`config.mk`:
```
export PLATFORM = sky130hd
export DESIGN_NAME = sgmd_calc
export DESIGN_NICKNAME = d
export VERILOG_FILES = /design/src/rtl/core/sgmd_pkg.sv /design/src/rtl/core/sgmd_calc.sv
export SDC_FILE = /design/constraint.sdc
export NUM_CORES = 2
export LEC_CHECK = 0
export BUFFER_PORTS_ARGS = -buffer_cell sky130_fd_sc_hd__buf_2
export CAP_MARGIN = 10
export CORE_ASPECT_RATIO = 1.4
export CORE_UTILIZATION = 40
export DETAILED_ROUTE_END_ITERATION = 16
export GPL_TIMING_DRIVEN = 0
export PLACE_DENSITY_LB_ADDON = 0.1
export REMOVE_ABC_BUFFERS = 1
export SLEW_MARGIN = 15
export SYNTH_ARGS = -nofsm -noshare
export SYNTH_HDL_FRONTEND = slang
export SYNTH_SLANG_ARGS = --single-unit
```
`constraint.sdc`:
```
create_clock -name clk_i -period 16.1 [get_ports clk_i]
set_input_delay 4.025 -clock clk_i [delete_from_list [all_inputs] [get_ports clk_i]]
set_output_delay 4.025 -clock clk_i [all_outputs]
set_load 0.01 [all_outputs]
```
`src/rtl/core/sgmd_pkg.sv`:
```
// Shared constants, types and tables for the Sobel gradient block.
package sgmd_pkg;

  localparam int MAX_WIDTH   = 2048;
  localparam int MAX_HEIGHT  = 4096;
  localparam int COL_W       = $clog2(MAX_WIDTH);
  localparam int ROW_W       = 12;
  localparam int WREG_W      = 12;
  localparam int HREG_W      = 13;
  localparam int FILL_W      = COL_W + 1;
  localparam int LINE_W      = 16;
  localparam int GRAD_W      = 11;
  localparam int MAG_W       = 15;
  localparam int DIR_W       = 15;
  localparam int CX_W        = 30;   // CORDIC x/y datapath, Q16 operands
  localparam int CZ_W        = 21;   // CORDIC angle accumulator, Q16
  localparam int SQ_W        = 31;   // square root operand
  localparam int STEP_W      = 4;
  localparam int ADDR_W      = 3;

  localparam logic [STEP_W-1:0] LAST_STEP = 4'd15;

  localparam logic [WREG_W-1:0] WIDTH_RESET  = 12'd640;
  localparam logic [HREG_W-1:0] HEIGHT_RESET = 13'd480;

  localparam logic signed [CZ_W-1:0] PI_Q16    = 21'sd205887;
  localparam logic signed [16:0]     DIR_LIMIT = 17'sd12868;

  // Register index, taken from paddr bit 2
  localparam logic REG_WIDTH  = 1'b0;
  localparam logic REG_HEIGHT = 1'b1;

  typedef enum logic [1:0] {
    ST_IDLE,
    ST_LOAD,
    ST_CALC,
    ST_HOLD
  } state_e;

  // atan(2^-i) in Q16
  function automatic logic [16:0] atan_q16(input logic [STEP_W-1:0] i);
    logic [16:0] a;
    case (i)
      4'd0:    a = 17'd51472;
      4'd1:    a = 17'd30386;
      4'd2:    a = 17'd16055;
      4'd3:    a = 17'd8150;
      4'd4:    a = 17'd4091;
      4'd5:    a = 17'd2047;
      4'd6:    a = 17'd1024;
      4'd7:    a = 17'd512;
      4'd8:    a = 17'd256;
      4'd9:    a = 17'd128;
      4'd10:   a = 17'd64;
      4'd11:   a = 17'd32;
      4'd12:   a = 17'd16;
      4'd13:   a = 17'd8;
      4'd14:   a = 17'd4;
      default: a = 17'd2;
    endcase
    return a;
  endfunction

endpackage

```
`src/rtl/core/sgmd_calc.sv`:
```
// Iterative magnitude (square root) and direction (CORDIC) engine.
module sgmd_calc
  import sgmd_pkg::*;
(
  input  logic                     clk_i,
  input  logic                     rst_ni,
  input  logic                     start_i,
  input  logic signed [GRAD_W-1:0] grad_x_i,
  input  logic signed [GRAD_W-1:0] grad_y_i,
  output logic                     done_o,
  output logic [MAG_W-1:0]         magnitude_o,
  output logic signed [DIR_W-1:0]  direction_o
);

  logic                     busy_q, busy_d;
  logic [STEP_W-1:0]        k_q, k_d;
  logic signed [CX_W-1:0]   x_q, x_d, y_q, y_d, xs, ys;
  logic signed [CZ_W-1:0]   z_q, z_d, ang;
  logic [SQ_W-1:0]          rem_q, rem_d, res_q, res_d, bit_v, trial;
  logic signed [13:0]       ax, ay;
  logic signed [21:0]       gx2, gy2;
  logic [22:0]              sum_sq;
  logic signed [CZ_W-1:0]   zr;
  logic signed [16:0]       t;
  logic [SQ_W-1:0]          mag_full;

  // Start values: fold left half-plane, scale by 2^16, squared sum for root
  assign ax     = (grad_x_i < 0) ? -14'(grad_x_i) : 14'(grad_x_i);
  assign ay     = (grad_x_i < 0) ? -14'(grad_y_i) : 14'(grad_y_i);
  assign gx2    = grad_x_i * grad_x_i;
  assign gy2    = grad_y_i * grad_y_i;
  assign sum_sq = 23'(unsigned'(gx2)) + 23'(unsigned'(gy2));

  // One CORDIC step and one root digit per cycle
  assign xs    = x_q >>> k_q;
  assign ys    = y_q >>> k_q;
  assign ang   = CZ_W'(atan_q16(k_q));
  assign bit_v = SQ_W'(1) << (5'd30 - {k_q, 1'b0});
  assign trial = res_q + bit_v;

  always_comb begin
    busy_d = busy_q;
    k_d    = k_q;
    x_d    = x_q;
    y_d    = y_q;
    z_d    = z_q;
    rem_d  = rem_q;
    res_d  = res_q;
    if (start_i) begin
      busy_d = 1'b1;
      k_d    = '0;
      x_d    = {ax, 16'd0};
      y_d    = {ay, 16'd0};
      z_d    = (grad_x_i < 0) ? ((grad_y_i < 0) ? -PI_Q16 : PI_Q16) : '0;
      rem_d  = {sum_sq, 8'd0};
      res_d  = '0;
    end else if (busy_q) begin
      k_d = k_q + 1'b1;
      if (k_q == LAST_STEP) begin
        busy_d = 1'b0;
      end
      if (y_q > 0) begin
        x_d = x_q + ys;
        y_d = y_q - xs;
        z_d = z_q + ang;
      end else if (y_q < 0) begin
        x_d = x_q - ys;
        y_d = y_q + xs;
        z_d = z_q - ang;
      end
      if (rem_q >= trial) begin
        rem_d = rem_q - trial;
        res_d = (res_q >> 1) + bit_v;
      end else begin
        res_d = res_q >> 1;
      end
    end
  end

  always_ff @(posedge clk_i or negedge rst_ni) begin
    if (!rst_ni) begin
      busy_q <= 1'b0;
      k_q    <= '0;
    end else begin
      busy_q <= busy_d;
      k_q    <= k_d;
    end
  end

  always_ff @(posedge clk_i) begin
    x_q   <= x_d;
    y_q   <= y_d;
    z_q   <= z_d;
    rem_q <= rem_d;
    res_q <= res_d;
  end

  assign done_o = busy_q && (k_q == LAST_STEP);

  // Round to nearest: remainder above root means the upper integer is closer
  assign mag_full    = res_q + SQ_W'(rem_q > res_q);
  assign magnitude_o = mag_full[MAG_W-1:0];

  // Q16 to Q12 with rounding, then clamp to +-pi
  assign zr = (z_q + 21'sd8) >>> 4;
  assign t  = zr[16:0];
  always_comb begin
    if (t > DIR_LIMIT) begin
      direction_o = DIR_W'(DIR_LIMIT);
    end else if (t < -DIR_LIMIT) begin
      direction_o = DIR_W'(-DIR_LIMIT);
    end else begin
      direction_o = DIR_W'(t);
    end
  end

endmodule

```
==> run metrics <==
synthesized cell area 0.02872 mm^2; max_cap viols 0; WP buf/inv 6; DPL Wire Length 67.82 mm; final hold vios 0; hold buffer count at cts 0; cell count after synthesis 3423; final setup fails 0; initial drt markers 1378; Longest Clk Path Bufs 2; final setup margin 4.051 ns; CP Data Required Time 16.29 ns; Crit Path Max Fanout 24; status completed; FMAX 82.99 MHz; synthesized flop and latch total 148; global-route wire length before repair 134.9 mm; DRT Pass-1 Iters 7; post-synth cell types 91; placed cells 4288; CP peak stage delay 1.01 ns; Post-CTS Repair Setup Buffers 0; Routed Antenna Nets 0; Rel. slew slack 27.51%; Main synth FF type edfxtp_1; type of the tightest min-delay check flop to flop; Die Y 319.1 um; area grow syn2layout 6.199%; Synth area leaders fa_1 15%, ha_1 13%, edfxtp_1 7.5%, xnor2_1 6.7%, mux4_2 6.0%; post_cts resized 0; full die area 0.07289 mm^2; layout cells sized above 1 7.624%; Slew Viols, Final 0; fin util 43.17%; FFs w/ async S/R, synth 3.378%; clk_lat worst skew 0.49 ns; number of CTS-inserted buffers 17; count leader, synth inv_1; Yosys top cell by area fa_1; Clock Root Buffer clkbuf_16; largest net degree at the start of global routing 73; vias in the first global route 24920; Reg clk slew, reported paths 0.07 ns; number of H-tree levels 4; # IOs 56; register area share after synthesis 12.91%; vias per std cell 5.668; Arr. time, crit path 12.24 ns; starting density of the core 40.65%; non-filler cells in the finished layout 4320; Total Routing Usage GR 23.33%; clk sink count 148; n_diodes 0; Slowest-stage cell, CP clkinv_1; Remaining DRCs 0; total negative slack 0 ns; Least-Margin Pin Slew 1.087 ns; drt total wl 84.20 mm; initial antenna violation count 0; CP Capture Type flop; core area 0.07065 mm^2; PortBufs 55; syn_area_per_cell 8.391 um^2; critical path type input pin to flop; CP Launch Type input pin; Post-layout nets 3916; RSZ-0062 raised after global routing no; min Tclk post-route 12.05 ns; warnings from Yosys 0; clk_skew 0.01349 ns; row count 115; Die Span X 228.5 um; total gr overflow 0; EDFF count, synth 72; crit share post-route 74.84%; DP Worst Slack 3.471 ns; TritonCTS clock tree yes; share of the synthesized area in the top cell type 14.71%; CP top delay family adder cells; RD Place Congestion 0.8905; top cells by count, synth 397 x inv_1, 311 x nand2_1, 309 x ha_1; filler instances 7042; wire per inst 19.49 um; setup slack, reg-to-reg 7.38 ns; via count 24480
-- cells by family after synthesis --
| group | count (synthesis) | synth area share [%] |
|---|---|---|
| fa+ha+maj | 520 | 28.17 |
| buf+inv | 548 | 7.462 |
| mux | 133 | 8.020 |
| flops | 148 | 12.91 |
| simple gates | 931 | 15.29 |
| xor+xnor | 333 | 10.15 |
| compound gates | 810 | 17.99 |
-- per-layer routing --
| metal | track usage [%] | wire length [um] | vias up |
|---|---|---|---|
| li1 | - | - | 11820 |
| met1 | 26.89 | 34050 | 11940 |
| met2 | 43.21 | 44010 | 560 |
| met3 | 1.860 | 2237 | 166 |
| met4 | 11.05 | 3905 | 0 |
| met5 | 0 | 0 | - |
-- per-stage QoR --
step / hold slack (ns) / cell area (um^2)
2_1_floorplan: 0.4525 / 28120
3_3_place_gp: 0.4794 / 29560
3_5_place_dp: 0.4901 / 29900
4_1_cts: 0.5000 / 30500
5_1_grt: 0.5259 / 30500
6_report: 0.4996 / 30500
-- area by class of cell --
| class | instances | area, um^2 | area share (%) |
|---|---|---|---|
| Tap cell | 936 | 1171 | 3.840 |
| Clock inverter | 13 | 128.9 | 0.4225 |
| Inverter | 410 | 1540 | 5.050 |
| Clock buffer | 19 | 464.2 | 1.522 |
| Sequential cell | 148 | 3724 | 12.21 |
| Timing Repair Buffer | 67 | 544.3 | 1.784 |
| Multi-Input combinational cell | 2727 | 22930 | 75.17 |
-- placed cells by master (no fill, tap or decap), types with 10 or more instances in the layout --
cell	instances
dfxtp_1	71
inv_1	397
a21o_1	54
and2_1	49
clkbuf_16	18
edfxtp_1	72
nand3_1	62
nand2b_1	35
ha_1	309
nor4_1	13
mux4_2	76
nand4_1	27
a21oi_1	215
o21ai_0	180
xor2_1	112
nand2_1	309
or3_1	10
mux2i_1	40
mux2_2	16
nor2_1	250
a22o_1	15
or2_2	14
o211ai_1	18
a31oi_1	50
nor2b_1	41
o21a_1	35
o31ai_1	31
o22ai_1	35
fa_1	211
buf_2	54
and3_1	27
a21boi_0	10
xnor2_1	221
a31o_2	16
o21bai_1	32
a211oi_1	24
nor3_1	42
-- registers in the layout, indices dropped and copies added (netlist names) --
signal and flops:
x_q 30, k_q 4, z_q 21, rem_q 31, busy_q 1, res_q 31, y_q 30
-- worst min-delay path: stages, from the launching register on --
cell	delay [ns]
dfxtp_1	0.34
nand2_1	0.06
a21oi_1	0.05
-- final timing paths --
kind,from,endpoint,cells after the start
max reg2reg,k_q[0]$_DFFE_PN0P_,rem_q[30]$_DFFE_PP_,23
min in group asynchronous,rst_ni,k_q[0]$_DFFE_PN0P_,1
min,y_q[0]$_SDFFE_PP0P_,y_q[0]$_SDFFE_PP0P_,2
min reg2reg,y_q[0]$_SDFFE_PP0P_,y_q[0]$_SDFFE_PP0P_,2
max,grad_x_i[10],rem_q[30]$_DFFE_PP_,28
max in group asynchronous,rst_ni,k_q[1]$_DFFE_PN0P_,1
Power is left out: the tool's default activity adds up to more than one toggle a clock period on the data nets, which glitch-free logic cannot reach.
